$ cat config.mk
export PLATFORM = sky130hd
export DESIGN_NAME = decimal_to_normalized_sci_top
export DESIGN_NICKNAME = d
export VERILOG_FILES = /design/src/rtl/core/dns_pkg.sv /design/src/rtl/core/dns_front.sv /design/src/rtl/core/dns_queue.sv /design/src/rtl/core/dns_back.sv /design/src/rtl/core/decimal_to_normalized_sci_top.sv
export SDC_FILE = /design/constraint.sdc
export NUM_CORES = 1
export LEC_CHECK = 0
export BUFFER_PORTS_ARGS = -buffer_cell sky130_fd_sc_hd__buf_2
export CAP_MARGIN = 30
export CORE_MARGIN = 3
export CORE_UTILIZATION = 40
export CTS_CLUSTER_SIZE = 16
export DETAILED_ROUTE_END_ITERATION = 16
export SLEW_MARGIN = 20
export SYNTH_ARGS = -nofsm -noshare
export SYNTH_HDL_FRONTEND = slang
export SYNTH_HIERARCHICAL = 1
export SYNTH_SLANG_ARGS = --single-unit
export TNS_END_PERCENT = 50
$ cat constraint.sdc
create_clock -name clk -period 7.4 [get_ports clk]
set_input_delay 0.74 -clock clk [delete_from_list [all_inputs] [get_ports clk]]
set_output_delay 0.74 -clock clk [all_outputs]
set_load 0.05 [all_outputs]
$ cat src/rtl/core/dns_pkg.sv
// Shared types and constants for the decimal to scientific notation block.
`timescale 1ns / 1ps

package dns_pkg;

  localparam int DIGIT_W     = 4;
  localparam int EXP_OUT_W   = 9;
  localparam int SIG_W       = 5;
  localparam int SIG_RESET   = 3;
  localparam logic [DIGIT_W-1:0] DIGIT_MAX = 4'd9;

  typedef enum logic [1:0] {
    PH_LEAD      = 2'd0,
    PH_INT       = 2'd1,
    PH_FRAC_ZERO = 2'd2,
    PH_FRAC_SIG  = 2'd3
  } phase_t;

  // Per-number values that hold for every digit of the run.
  typedef struct packed {
    logic signed [EXP_OUT_W-1:0] exponent;
    logic                        is_zero;
  } num_meta_t;

endpackage

$ cat src/rtl/core/dns_front.sv
// Front end: per-character scan, digit capture and exponent tracking.
`timescale 1ns / 1ps

module dns_front #(
  parameter int MAX_SIG_DIGITS = 16,
  parameter int EXP_LIMIT      = 255,
  parameter int CNT_W          = 5,
  parameter int KIDX_W         = 4,
  parameter int REC_W          = 84
) (
  input  logic                        clk,
  input  logic                        rst_n,
  input  logic                        in_valid,
  input  logic [dns_pkg::DIGIT_W-1:0] in_digit,
  input  logic                        in_is_point,
  input  logic                        in_end_of_number,
  input  logic                        q_full,
  input  logic [dns_pkg::SIG_W-1:0]   sig_digits,
  output logic                        in_stall,
  output logic                        push,
  output logic [REC_W-1:0]            push_data
);

  localparam int EXP_W = $clog2(EXP_LIMIT + 1) + 1;
  localparam logic signed [EXP_W-1:0] EXP_MAX = EXP_W'(EXP_LIMIT);
  localparam logic signed [EXP_W-1:0] EXP_MIN = -EXP_MAX;

  dns_pkg::phase_t            phase_r, phase_nxt;
  logic signed [EXP_W-1:0]    exp_r, exp_nxt;
  logic [CNT_W-1:0]           kept_r, kept_nxt;
  logic                       int_nz_r, int_nz_nxt;
  logic [dns_pkg::DIGIT_W-1:0] digits_r [MAX_SIG_DIGITS];

  logic                        accept;
  logic [dns_pkg::DIGIT_W-1:0] d;
  logic                        keep, exp_up, exp_dn, room;
  logic [MAX_SIG_DIGITS*dns_pkg::DIGIT_W-1:0] digits_flat;
  logic [CNT_W-1:0]            num_n, rec_kept;
  dns_pkg::num_meta_t          meta;
  logic signed [EXP_W-1:0]     exp_sc;
  logic                        zero;

  assign in_stall = q_full;
  assign accept   = in_valid && !q_full;
  assign d        = (in_digit > dns_pkg::DIGIT_MAX) ? dns_pkg::DIGIT_MAX : in_digit;
  assign room     = 32'(kept_r) < 32'(MAX_SIG_DIGITS);

  always_comb begin
    phase_nxt  = phase_r;
    int_nz_nxt = int_nz_r;
    keep       = 1'b0;
    exp_up     = 1'b0;
    exp_dn     = 1'b0;
    if (in_is_point) begin
      if (phase_r == dns_pkg::PH_LEAD) phase_nxt = dns_pkg::PH_FRAC_ZERO;
      else if (phase_r == dns_pkg::PH_INT) phase_nxt = dns_pkg::PH_FRAC_SIG;
    end else begin
      case (phase_r)
        dns_pkg::PH_LEAD: begin
          if (d != '0) begin
            keep       = 1'b1;
            exp_up     = 1'b1;
            int_nz_nxt = 1'b1;
            phase_nxt  = dns_pkg::PH_INT;
          end
        end
        dns_pkg::PH_INT: begin
          keep   = 1'b1;
          exp_up = 1'b1;
        end
        dns_pkg::PH_FRAC_ZERO: begin
          if (d == '0) begin
            exp_dn = 1'b1;
          end else begin
            keep      = 1'b1;
            phase_nxt = dns_pkg::PH_FRAC_SIG;
          end
        end
        default: keep = 1'b1;
      endcase
    end

    exp_sc = exp_r;
    if (exp_up && exp_r != EXP_MAX) exp_sc = exp_r + EXP_W'(1);
    if (exp_dn && exp_r != EXP_MIN) exp_sc = exp_r - EXP_W'(1);
    kept_nxt = (keep && room) ? kept_r + CNT_W'(1) : kept_r;
    exp_nxt  = exp_sc;
  end

  // Digit capture this cycle is merged in so the record is complete on the end item.
  always_comb begin
    for (int i = 0; i < MAX_SIG_DIGITS; i++) begin
      if (keep && room && kept_r[KIDX_W-1:0] == KIDX_W'(i))
        digits_flat[i*dns_pkg::DIGIT_W +: dns_pkg::DIGIT_W] = d;
      else
        digits_flat[i*dns_pkg::DIGIT_W +: dns_pkg::DIGIT_W] = digits_r[i];
    end
  end

  always_comb begin
    if (sig_digits == '0)
      num_n = CNT_W'(1);
    else if (32'(sig_digits) > 32'(MAX_SIG_DIGITS))
      num_n = CNT_W'(MAX_SIG_DIGITS);
    else
      num_n = CNT_W'(sig_digits);
    zero          = (phase_nxt == dns_pkg::PH_LEAD) || (phase_nxt == dns_pkg::PH_FRAC_ZERO);
    meta.is_zero  = zero;
    meta.exponent = zero ? '0 : dns_pkg::EXP_OUT_W'(exp_nxt);
    rec_kept      = zero ? '0 : kept_nxt;
  end

  assign push      = accept && in_end_of_number;
  assign push_data = {meta, num_n, rec_kept, digits_flat};

  always_ff @(posedge clk) begin
    if (!rst_n) begin
      phase_r  <= dns_pkg::PH_LEAD;
      exp_r    <= '0;
      kept_r   <= '0;
      int_nz_r <= 1'b0;
    end else if (accept) begin
      if (in_end_of_number) begin
        phase_r  <= dns_pkg::PH_LEAD;
        exp_r    <= '0;
        kept_r   <= '0;
        int_nz_r <= 1'b0;
      end else begin
        phase_r  <= phase_nxt;
        exp_r    <= exp_nxt;
        kept_r   <= kept_nxt;
        int_nz_r <= int_nz_nxt;
      end
    end
  end

  // Store is not cleared: entries at or above the kept count are masked downstream.
  always_ff @(posedge clk) begin
    if (accept && keep && room && !in_end_of_number)
      digits_r[kept_r[KIDX_W-1:0]] <= d;
  end

endmodule

$ cat src/rtl/core/dns_queue.sv
// Two-entry record queue between front and back ends.
`timescale 1ns / 1ps

module dns_queue #(
  parameter int REC_W = 84
) (
  input  logic             clk,
  input  logic             rst_n,
  input  logic             push,
  input  logic [REC_W-1:0] push_data,
  input  logic             pop,
  output logic             full,
  output logic             empty,
  output logic [REC_W-1:0] head
);

  logic [REC_W-1:0] mem_r [2];
  logic             wr_ptr_r, rd_ptr_r;
  logic [1:0]       cnt_r;

  assign full  = cnt_r == 2'd2;
  assign empty = cnt_r == 2'd0;
  assign head  = mem_r[rd_ptr_r];

  always_ff @(posedge clk) begin
    if (push) mem_r[wr_ptr_r] <= push_data;
  end

  always_ff @(posedge clk) begin
    if (!rst_n) begin
      wr_ptr_r <= 1'b0;
      rd_ptr_r <= 1'b0;
      cnt_r    <= 2'd0;
    end else begin
      if (push) wr_ptr_r <= !wr_ptr_r;
      if (pop)  rd_ptr_r <= !rd_ptr_r;
      if (push && !pop)      cnt_r <= cnt_r + 2'd1;
      else if (pop && !push) cnt_r <= cnt_r - 2'd1;
    end
  end

`ifndef SYNTHESIS
  a_cnt_range: assert property (@(posedge clk) disable iff (!rst_n) cnt_r != 2'd3)
    else $error("queue count out of range");
  a_no_push_full: assert property (@(posedge clk) disable iff (!rst_n) full |-> !push)
    else $error("push into full queue");
  a_no_pop_empty: assert property (@(posedge clk) disable iff (!rst_n) empty |-> !pop)
    else $error("pop from empty queue");
  a_ptr_track: assert property (@(posedge clk) disable iff (!rst_n)
      (cnt_r == 2'd0 || cnt_r == 2'd2) |-> (wr_ptr_r == rd_ptr_r))
    else $error("queue pointers disagree with count");
`endif

endmodule

$ cat src/rtl/core/dns_back.sv
// Back end: plays out one digit per transaction from the head record.
`timescale 1ns / 1ps

module dns_back #(
  parameter int MAX_SIG_DIGITS = 16,
  parameter int CNT_W          = 5,
  parameter int KIDX_W         = 4,
  parameter int REC_W          = 84
) (
  input  logic                                 clk,
  input  logic                                 rst_n,
  input  logic                                 q_empty,
  input  logic [REC_W-1:0]                     head,
  input  logic                                 out_stall,
  output logic                                 pop,
  output logic                                 out_valid,
  output logic [dns_pkg::DIGIT_W-1:0]          out_digit,
  output logic signed [dns_pkg::EXP_OUT_W-1:0] out_exponent,
  output logic                                 out_is_zero,
  output logic                                 out_last
);

  localparam int DIG_BITS = MAX_SIG_DIGITS * dns_pkg::DIGIT_W;

  logic [CNT_W-1:0]    k_r, k_nxt;
  logic [DIG_BITS-1:0] digits;
  logic [CNT_W-1:0]    kept, num_n;
  dns_pkg::num_meta_t  meta;
  logic                take;

  assign {meta, num_n, kept, digits} = head;

  assign out_valid    = !q_empty;
  assign out_exponent = meta.exponent;
  assign out_is_zero  = meta.is_zero;
  assign out_last     = (k_r + CNT_W'(1)) == num_n;
  assign out_digit    = (k_r < kept) ?
                        digits[k_r[KIDX_W-1:0]*dns_pkg::DIGIT_W +: dns_pkg::DIGIT_W] : '0;

  assign take = out_valid && !out_stall;
  assign pop  = take && out_last;

  always_comb begin
    k_nxt = k_r;
    if (take) k_nxt = out_last ? '0 : k_r + CNT_W'(1);
  end

  always_ff @(posedge clk) begin
    if (!rst_n) k_r <= '0;
    else        k_r <= k_nxt;
  end

endmodule

$ cat src/rtl/core/decimal_to_normalized_sci_top.sv
// Top level: decimal character stream to normalized scientific notation.
//
//   channel  direction  handshake            payload
//   in       input      in_valid/in_stall    in_digit, in_is_point, in_end_of_number
//   out      output     out_valid/out_stall  out_digit, out_exponent, out_is_zero, out_last
//   cfg      input      cfg_we               cfg_data (sig_digits)
//
// One character is scanned per cycle unless stalled. Each number yields sig_digits
// output transactions, clamped to 1..MAX_SIG_DIGITS, one per cycle from the back end
// unless stalled. A two-entry record queue separates the scan from playout; the input
// stalls only while both entries are held. Reset is synchronous and needs no clearing pass.
`timescale 1ns / 1ps

module decimal_to_normalized_sci_top #(
  parameter int MAX_SIG_DIGITS = 16,
  parameter int EXP_LIMIT      = 255
) (
  input  logic                                 clk,
  input  logic                                 rst_n,
  input  logic                                 in_valid,
  output logic                                 in_stall,
  input  logic [dns_pkg::DIGIT_W-1:0]          in_digit,
  input  logic                                 in_is_point,
  input  logic                                 in_end_of_number,
  output logic                                 out_valid,
  input  logic                                 out_stall,
  output logic [dns_pkg::DIGIT_W-1:0]          out_digit,
  output logic signed [dns_pkg::EXP_OUT_W-1:0] out_exponent,
  output logic                                 out_is_zero,
  output logic                                 out_last,
  input  logic                                 cfg_we,
  input  logic [dns_pkg::SIG_W-1:0]            cfg_data
);

  localparam int CNT_W  = $clog2(MAX_SIG_DIGITS + 1);
  localparam int KIDX_W = (MAX_SIG_DIGITS > 1) ? $clog2(MAX_SIG_DIGITS) : 1;
  localparam int REC_W  = MAX_SIG_DIGITS * dns_pkg::DIGIT_W + 2 * CNT_W
                          + $bits(dns_pkg::num_meta_t);

  logic [dns_pkg::SIG_W-1:0] sig_digits_r;
  logic                      q_full, q_empty, push, pop;
  logic [REC_W-1:0]          push_data, head;

  always_ff @(posedge clk) begin
    if (!rst_n)      sig_digits_r <= dns_pkg::SIG_W'(dns_pkg::SIG_RESET);
    else if (cfg_we) sig_digits_r <= cfg_data;
  end

  dns_front #(
    .MAX_SIG_DIGITS(MAX_SIG_DIGITS),
    .EXP_LIMIT     (EXP_LIMIT),
    .CNT_W         (CNT_W),
    .KIDX_W        (KIDX_W),
    .REC_W         (REC_W)
  ) u_front (
    .clk             (clk),
    .rst_n           (rst_n),
    .in_valid        (in_valid),
    .in_digit        (in_digit),
    .in_is_point     (in_is_point),
    .in_end_of_number(in_end_of_number),
    .q_full          (q_full),
    .sig_digits      (sig_digits_r),
    .in_stall        (in_stall),
    .push            (push),
    .push_data       (push_data)
  );

  dns_queue #(
    .REC_W(REC_W)
  ) u_queue (
    .clk      (clk),
    .rst_n    (rst_n),
    .push     (push),
    .push_data(push_data),
    .pop      (pop),
    .full     (q_full),
    .empty    (q_empty),
    .head     (head)
  );

  dns_back #(
    .MAX_SIG_DIGITS(MAX_SIG_DIGITS),
    .CNT_W         (CNT_W),
    .KIDX_W        (KIDX_W),
    .REC_W         (REC_W)
  ) u_back (
    .clk         (clk),
    .rst_n       (rst_n),
    .q_empty     (q_empty),
    .head        (head),
    .out_stall   (out_stall),
    .pop         (pop),
    .out_valid   (out_valid),
    .out_digit   (out_digit),
    .out_exponent(out_exponent),
    .out_is_zero (out_is_zero),
    .out_last    (out_last)
  );

endmodule
==> results of run 1 <==
==> per-stage QoR <==
step / area [sq um] / hold WS, ns / utilization / cells / setup slack (ns)
detailed placement: 12300 / 0.466 / 0.422 / 1166 / 3.60
global route: 13300 / 0.414 / 0.455 / 1220 / 2.89
CTS: 13200 / 0.410 / 0.454 / 1218 / 3.04
floorplan: 12000 / 0.441 / - / 801 / 1.78
finish: 13300 / 0.436 / 0.455 / 1220 / 3.08
global placement: 12300 / 0.466 / 0.422 / 1166 / 3.63
==> where the power goes <==
part	internal (mW)	switching [mW]	total [mW]	leakage, nW
Clock	0.813	0.569	1.38	0.449
Combinational	0.0767	0.134	0.210	1.61
Sequential	1.65	0.0207	1.67	2.39
Total	2.54	0.724	3.26	4.45
==> flip-flops by register name, summed over array words and instances, names as in the netlist, named ones only <==
signal            cells
u_queue/mem_r       168
u_front/digits_r     64
u_front/exp_r         9
sig_digits_r          5
u_back/k_r            5
u_front/kept_r        5
u_front/phase_r       2
u_queue/cnt_r         2
u_queue/rd_ptr_r      1
u_queue/wr_ptr_r      1
==> final cells by class <==
class | count | area [sq um] | share of cell area
Tap cell | 384 | 480 | 0.0362
Timing Repair Buffer | 42 | 260 | 0.0196
Clock buffer | 35 | 737 | 0.0555
Clock inverter | 17 | 178 | 0.0134
Inverter | 13 | 48.8 | 0.00368
Sequential cell | 263 | 7590 | 0.572
Multi-Input combinational cell | 466 | 3980 | 0.300
==> worst max-delay path, stage by stage, from the launching register on <==
cell	delay (ns)
dfxtp_4	0.73
buf_4	0.56
mux2_2	0.39
mux4_2	0.49
nor2b_1	0.15
a211oi_1	0.25
a211oi_1	0.13
buf_2	0.28
==> per-layer routing <==
layer	vias to the layer above	routed length, microns	GRT usage
met3	31	1030	0.0258
met5	-	0	0
met4	0	408	0.0361
li1	3047	-	-
met2	130	11200	0.245
met1	3171	11600	0.217
==> worst min-delay path by stage <==
stage / from / to
final: cfg_data[1] / sig_digits_r[1]
after global routing: cfg_data[0] / sig_digits_r[0]
after CTS: cfg_data[1] / sig_digits_r[1]
after detailed placement: sig_digits_r[0] / sig_digits_r[0]
after global placement: sig_digits_r[0] / sig_digits_r[0]
after floorplan: sig_digits_r[0] / sig_digits_r[0]
==> logic make-up (layout without fill, tap and decap cells) <==
family,after synthesis,after routing,synth area share
DFF,263,263,0.632
buffers and inverters,72,107,0.0372
xor gates and xnor gates,18,18,0.0131
AOI/OAI and AO/OA,85,85,0.0479
muxes,167,167,0.175
adders and majority gates,14,14,0.0146
and+or+nand+nor,182,182,0.0798
==> layout by cell type (no fill, tap or decap), types with 3 or more instances in the layout <==
cell | Yosys | routed
nand4_1 | 3 | 3
o22ai_1 | 4 | 4
nor3_1 | 8 | 8
and2_1 | 8 | 7
a21oi_1 | 16 | 16
a211oi_1 | 9 | 9
mux2_2 | 140 | 140
clkinv_2 | 0 | 7
or3_1 | 7 | 7
clkbuf_1 | 23 | 6
mux2i_1 | 11 | 11
nand3_1 | 13 | 13
buf_2 | 8 | 32
nand2b_1 | 3 | 3
nor2_1 | 49 | 49
ha_1 | 14 | 14
and3_1 | 7 | 7
inv_1 | 12 | 12
dfxtp_1 | 31 | 29
nor2b_1 | 23 | 20
a21boi_0 | 6 | 6
clkbuf_16 | 0 | 28
o21ai_0 | 26 | 26
edfxtp_1 | 232 | 232
nor3_2 | 3 | 3
buf_4 | 14 | 8
nand2_1 | 42 | 42
bufinv_16 | 0 | 3
a31oi_1 | 3 | 3
mux4_1 | 14 | 14
xnor2_1 | 9 | 9
clkinv_1 | 1 | 4
xor2_1 | 9 | 9
==> run metrics, run 1 <==
top post-synthesis cells by count edfxtp_1, mux2_2, nor2_1, nand2_1, dfxtp_1; Post-DP HPWL ~15 mm; share of the synthesized area in the top cell type 0.581; Die H 179 microns; CTS clk-pin slew, worst paths around 0.06 ns; Max rail drop VDD between 0.15 and 0.2 mV; critical-path maximum fanout 43; distinct cell type count after synthesis 66; Vias/cell around 5.2; synth warn 6; leak pwr 4.45 nW; top-count cell post-synth edfxtp_1; outcome complete, no violations; TNS Setup 0 ns; Gate Count Post-Synth around 800; required time of the worst setup path approximately 6.7 ns; routability congestion estimate ~0.80; period utilization 0.584; Synth Register Bits ~260; first-pass GRT wire length between 30 and 40 mm; layout cells sized above 1 0.301; Setup CP Type flop to primary output; Rows slightly above 60; crit path capture type primary output; clk_skew roughly 0.039 ns; diode count 0; DRC errors left 0; class of the worst hold path input port to flop; vias in the first global route 6431; FMAX 0.232 GHz; GRT Total Usage 0.152; CTS max path bufs 3; crit path DAT roughly 3.6 ns; Fill cells around 2600; pwr dens roughly 250 nW/um^2; WL final 24.3 mm; Reg-to-Reg Start u_queue/cnt_r[0]; area leader, netlist edfxtp_1; minimum clock period ~4.3 ns; RR Endpoint u_queue/mem_r[0][0]; Worst Hold Depth 3; GRT overflow 0; post-CTS sizing 0; drt wl/cell 19.9 microns; RSZ-0062 raised after global routing false; final setup fails 0; CTS Hold Bufs 0; initial DRC count around 480; H-tree depth 1; via count ~6400; Nets between 800 and 900; Post-synth EDFFs approximately 230; Syn-to-layout area delta 10.6%; Seq/Total Area, Yosys 0.632; R2R setup slack ~4 ns; total iterations of the first detailed-routing run 6; syn_area_per_cell roughly 15 sq um; critical path launch point type flop; maxcap violations 0; clk root buf clkbuf_16; die area ~32000 sq um; io pins 33; Main synth FF type edfxtp_1; PortBufs 32; Post-Syn Nets 831; post-CTS setup buffer count 0; Area contributors post-synth edfxtp_1, mux2_2, dfxtp_1; Slew @ Worst Pin between 0.9 and 1 ns; antenna violations before repair 0; CTS buffer count 28; clk_lat worst skew approximately 0.56 ns; Die X 179 microns; Async SR Flop Fraction 0; Initial Util 0.411; final hold vios 0; core area about 29000 sq um; worst setup path endpoint out_digit[2]; CTS tree built; fin. max-slew vios 0; Register-to-Register Path Depth 7; number of clock sinks between 200 and 300; Mapped Area ~12000 sq um; worst rel slew slack 0.350; Pwr Total about 3.3 mW; antenna-violating nets left 0; largest net degree at the start of global routing 71
(Power assumes the default switching activity.)
==> run 2, diff against run 1 <==
Clock period 7.4 ns to 4.1 ns, I/O delays scaled along.
==> run 2 against run 1 <==
Clock skew is 0.025 ns lower. Sequential power is 79% higher. Sequential cell count did not move. Global-route usage about the same. Largest power group unchanged. Utilization is 0.069 points lower. Wire length down 1.9%. Critical endpoint unchanged. Via count increased by 0.30%. First-iteration DRC count is 5.7% lower. Power rose by 76%. Die area unchanged. Design area down 0.15%. Clock power increased by 70%.
==> run metrics, run 2 (same netlist as run 1, synthesis figures left out) <==
drt wl/cell 19.5 microns (was 19.9 microns); total iterations of the first detailed-routing run 5 (was 6); critical-path maximum fanout 64 (was 43); Post-Place Cell Area 12400 sq um (was 12300 sq um); Place WS 0.730 ns (was 3.60 ns); critical path launch point type flop (unchanged); DRC errors left 0 (unchanged); Post-DP HPWL 14.7 mm (was 15.0 mm); core area 29200 sq um (unchanged); leak pwr 4.44 nW (was 4.45 nW); multi-input logic area 3980 sq um (unchanged); via count 6398 (was 6379); final hold vios 0 (unchanged); fin. max-slew vios 0 (unchanged); Nets 849 (was 844); maxcap violations 0 (unchanged); worst setup margin 0.432 ns (was 3.08 ns); PortBufs 32 (unchanged); clk root buf clkbuf_16 (unchanged); GRT Total Usage 0.152 (about the same); Rows 62 (unchanged); Max stage delay on crit path 0.54 ns (was 0.73 ns); GRT overflow 0 (unchanged); Fill cells 2634 (was 2583); crit path capture type primary output (unchanged); CTS buffer count 27 (was 28); initial DRC count 449 (was 476); H-tree depth 1 (unchanged); commonest non-fill, non-tap cell in the layout edfxtp_1 (unchanged); vias in the first global route 6468 (was 6431); clk_lat worst skew 0.52 ns (was 0.56 ns); Initial Util 0.411 (unchanged); antenna-violating nets left 0 (unchanged); die area 32100 sq um (unchanged); period utilization 0.895; Setup CP Type flop to primary output (unchanged); antenna violations before repair 0 (unchanged); Buf/Inv on CP 2 (unchanged); Die H 179 microns (unchanged); post-CTS setup buffer count 0 (unchanged); Die X 179 microns (unchanged); RSZ-0062 raised after global routing false (unchanged); pwr dens 432 nW/um^2 (was 246 nW/um^2); fin area 13300 sq um (about the same); class of the worst hold path input port to flop (unchanged); worst path cell trace buf_12 -> mux2_2 -> mux4_1 -> mux2i_1 -> a211oi_1 -> buf_2 (was buf_4 -> mux2_2 -> mux4_2 -> nor2b_1 -> a211oi_1 -> a211oi_1 -> buf_2); TNS Setup 0 ns (unchanged); clk_skew 0.0133 ns (was 0.0388 ns); worst rel slew slack 0.484 (was 0.350); layout cells sized above 1 0.300 (was 0.301); minimum clock period between 3 and 4 ns; diode count 0 (unchanged); most frequent cells in the layout edfxtp_1, mux2_2, nor2_1 (unchanged); number of clock sinks 263 (unchanged); Slew @ Worst Pin 0.766 ns (was 0.975 ns); first-pass GRT wire length 37.4 mm (was 37.6 mm); final setup fails 0 (unchanged); crit path DAT 3.26 ns (was 3.58 ns); routability congestion estimate 0.787 (was 0.804); max FFs per register 168 (unchanged); Max rail drop VDD 0.312 mV (was 0.171 mV); WL final 23.8 mm (was 24.3 mm); Slowest-stage cell, CP dfxtp_4 (unchanged); CTS clk-pin slew, worst paths 0.06 ns (about the same); Pwr Total 5.73 mW (was 3.26 mW); Top delay family on crit path multiplexers (unchanged); FMAX between 0.2 and 0.3 GHz; Vias/cell 5.24 (was 5.23); largest net degree at the start of global routing 65 (was 71); Syn-to-layout area delta 10.5% (was 10.6%); post-CTS sizing 0 (unchanged); io pins 33 (unchanged); outcome complete, no violations (unchanged); fin util 0.454 (was 0.455); CTS tree built (unchanged); CTS max path bufs 3 (unchanged); register area 7590 sq um (about the same); largest register by flop count u_queue/mem_r (unchanged); CTS Hold Bufs 0 (unchanged); required time of the worst setup path 3.69 ns (was 6.66 ns)
run 2: changes by cell type in the layout (fill, tap and decap cells not counted):
| cell | delta |
|---|---|
| clkinv_2 | -4 |
| buf_4 | +6 |
| clkbuf_16 | -1 |
| clkbuf_8 | +2 |
| clkinvlp_4 | -1 |
| clkinv_8 | -1 |
| bufinv_16 | -1 |
| clkinv_4 | +1 |
| dfxtp_1 | +1 |
| clkinv_1 | +1 |
| dfxtp_2 | -1 |
| clkbuf_1 | +1 |
| inv_6 | -1 |
run 2: power breakdown:
part | total, mW | internal (mW) | switching [mW]
Clock | 2.34 | 1.39 | 0.951
Combinational | 0.400 | 0.142 | 0.259
Sequential | 2.99 | 2.97 | 0.0225
run 2: worst paths after layout:
check	from	end	slack, ns	depth (start not counted)
setup / recovery	flop	out_digit[2]	0.43	6
hold / removal	cfg_data[1]	sig_digits_r[1]	0.10	3
setup reg to reg	u_back/k_r[1]	u_queue/cnt_r[1]	1.37	10
hold reg to reg	sig_digits_r[0]	sig_digits_r[0]	0.50	2
run 2: worst min-delay path: cells and delay by family:
kind	cells	cell delay (ns)
buffers and inverters	1	0.07
muxes	1	0.05
and+or+nand+nor	1	0.05
run 2: per-stage QoR:
stage	hold slack [ns]	instances
4_1_cts	0.0808	1222
5_1_grt	0.0996	1222
6_report	0.103	1222
3_5_place_dp	0.495	1174
3_3_place_gp	0.479	1174
2_1_floorplan	0.441	801
run 2: final cells by class:
type / instances / area share
Sequential cell: 263 / 0.573
Multi-Input combinational cell: 466 / 0.300
Clock buffer: 37 / 0.0561
Tap cell: 384 / 0.0362
Timing Repair Buffer: 48 / 0.0230
Clock inverter: 11 / 0.00812
Inverter: 13 / 0.00368
run 2: routing by layer:
metal,wire [microns],part of all wire,vias to the layer above,GRT usage
li1,-,-,3056,-
met1,11300,0.47,3177,0.216
met2,10900,0.46,132,0.248
met3,1180,0.050,33,0.0235
met4,408,0.017,0,0.0319
met5,0,0,-,0
==> run 3, diff against run 2 <==
Settings changed: CELL_PAD_IN_SITES_DETAIL_PLACEMENT set to 1, CELL_PAD_IN_SITES_GLOBAL_PLACEMENT set to 1, PLACE_DENSITY_LB_ADDON set to 0.1.
==> run 3 against run 2 <==
Maximum frequency down 3.0%. Sequential power about the same. Power up 2.3%. First-iteration DRC count down 5.1%. Global-route usage up 2.2 points. Combinational power up 5.2%. Largest cell class unchanged. Clock-buffer cell count up 1. Design area up 0.76%. Cell count up 0.49%. Non-clock buffer count up 3. Worst hold slack worse by 0.0097 ns. Critical path depth unchanged. Largest power group unchanged.
==> run metrics, run 3 (same netlist as run 1, synthesis figures left out) <==
commonest non-fill, non-tap cell in the layout edfxtp_1 (unchanged); final hold vios 0 (unchanged); post-CTS setup buffer count 0 (unchanged); Setup CP Type flop to primary output (unchanged); drt wl/cell 22.4 microns (was 19.5 microns); worst path cell trace buf_4 -> mux2_2 -> mux4_1 -> a211oi_1 -> a211oi_1 -> buf_2 (was buf_12 -> mux2_2 -> mux4_1 -> mux2i_1 -> a211oi_1 -> buf_2); total iterations of the first detailed-routing run 4 (was 5); WL final 27.5 mm (was 23.8 mm); Post-DP HPWL 18.1 mm (was 14.7 mm); final setup fails 0 (unchanged); io pins 33 (unchanged); required time of the worst setup path 3.69 ns (about the same); Slowest-stage cell, CP dfxtp_4 (unchanged); critical-path maximum fanout 38 (was 64); FMAX 0.264 GHz (was 0.273 GHz); largest net degree at the start of global routing 41 (was 65); crit path capture type primary output (unchanged); GRT overflow 0 (unchanged); minimum clock period 3.78 ns (was 3.67 ns); leak pwr 4.50 nW (was 4.44 nW); largest register by flop count u_queue/mem_r (unchanged); vias in the first global route 7095 (was 6468); H-tree depth 1 (unchanged); CTS Hold Bufs 0 (unchanged); Rows 62 (unchanged); DRC errors left 0 (unchanged); Max stage delay on crit path 0.72 ns (was 0.54 ns); Slew @ Worst Pin 0.950 ns (was 0.766 ns); clk_lat worst skew 0.54 ns (was 0.52 ns); outcome complete, no violations (unchanged); routability congestion estimate 0.805 (was 0.787); period utilization 0.922 (was 0.895); Die X 179 microns (unchanged); clk root buf clkbuf_16 (unchanged); antenna-violating nets left 0 (unchanged); number of clock sinks 263 (unchanged); min-delay src cfg_data[1] (unchanged); Initial Util 0.411 (unchanged); Reg-to-Reg Start u_back/k_r[0] (was u_back/k_r[1]); Die H 179 microns (unchanged); worst rel slew slack 0.360 (was 0.484); max FFs per register 168 (unchanged); critical path launch point type flop (unchanged); fin. max-slew vios 0 (unchanged); via count 6555 (was 6398); clk_skew 0.0169 ns (was 0.0133 ns); crit path DAT 3.37 ns (was 3.26 ns); CTS clk-pin slew, worst paths 0.06 ns (about the same); class of the worst hold path input port to flop (unchanged); PortBufs 32 (unchanged); Syn-to-layout area delta 11.3% (was 10.5%); CTS max path bufs 3 (unchanged); most frequent cells in the layout edfxtp_1, mux2_2, nor2_1 (unchanged); Max rail drop VDD 0.268 mV (was 0.312 mV); post-CTS sizing 0 (unchanged); RSZ-0062 raised after global routing false (unchanged); layout cells sized above 1 0.309 (was 0.300); Vias/cell 5.34 (was 5.24); Pwr Total 5.87 mW (was 5.73 mW); first-pass GRT wire length 42.3 mm (was 37.4 mm); initial DRC count 426 (was 449); GRT Total Usage 0.173 (was 0.152); Top delay family on crit path multiplexers (unchanged); die area 32100 sq um (unchanged); diode count 0 (unchanged); TNS Setup 0 ns (unchanged); Buf/Inv on CP 2 (unchanged); CTS buffer count 29 (was 27); maxcap violations 0 (unchanged); CTS tree built (unchanged); pwr dens 439 nW/um^2 (was 432 nW/um^2); Crit path top cell by count a211oi_1; core area 29200 sq um (unchanged); antenna violations before repair 0 (unchanged); Nets 854 (was 849)
==> run 3: cell count changes in the layout (fill, tap and decap cells not counted), moves of 2 or more <==
cell,delta
clkbuf_16,+4
clkinv_2,+4
clkbuf_1,-3
buf_12,+2
bufinv_16,-2
==> run 3: path summary, 6_finish.rpt <==
path                                         end  slack (ns)  cells after the start
worst max register to register  u_queue/cnt_r[1]        1.12                      9
worst min register to register   sig_digits_r[0]        0.51                      2
worst max-delay path                out_digit[0]        0.32                      6
worst min-delay path             sig_digits_r[1]        0.09                      3
==> run 3: through the flow <==
step / cells / instance area [sq um] / hold WS [ns] / utilization / setup WS, ns
floorplan: 801 / 12000 / 0.441 / - / 0.261
global placement: 1177 / 12500 / 0.459 / 0.427 / 0.886
detailed placement: 1177 / 12500 / 0.495 / 0.427 / 0.756
CTS: 1228 / 13400 / 0.0670 / 0.458 / 0.264
global route: 1228 / 13400 / 0.0874 / 0.458 / 0.163
finish: 1228 / 13400 / 0.0930 / 0.458 / 0.319
==> run 3: worst reg2reg max path, delay by kind of cell (launching register included) <==
kind | cells | cell delay, ns
and+or+nand+nor | 3 | 0.74
DFF | 1 | 0.71
adders and majority gates | 2 | 0.71
AOI/OAI and AO/OA | 3 | 0.70
buffers and inverters | 1 | 0.06
==> run 3: where the power goes <==
group          internal, mW  total (mW)  leakage [nW]  switching [mW]
sequential             2.97        3.00          2.39          0.0311
clock                  1.42        2.44         0.449            1.02
combinational         0.150       0.421          1.66           0.271
==> run 3: cell type report <==
class	instances	area, sq um
Clock inverter	13	71.3
Fill cell	2899	15800
Inverter	13	48.8
Multi-Input combinational cell	466	3980
Tap cell	384	480
Sequential cell	263	7590
Clock buffer	38	832
Timing Repair Buffer	51	353
==> run 3: per-layer routing <==
| layer | vias up | routed length, microns | GRT usage |
|---|---|---|---|
| met1 | 3367 | 13100 | 0.247 |
| met3 | 29 | 870 | 0.0227 |
| met5 | - | 0 | 0 |
| li1 | 3072 | - | - |
| met2 | 87 | 13100 | 0.289 |
| met4 | 0 | 342 | 0.0309 |
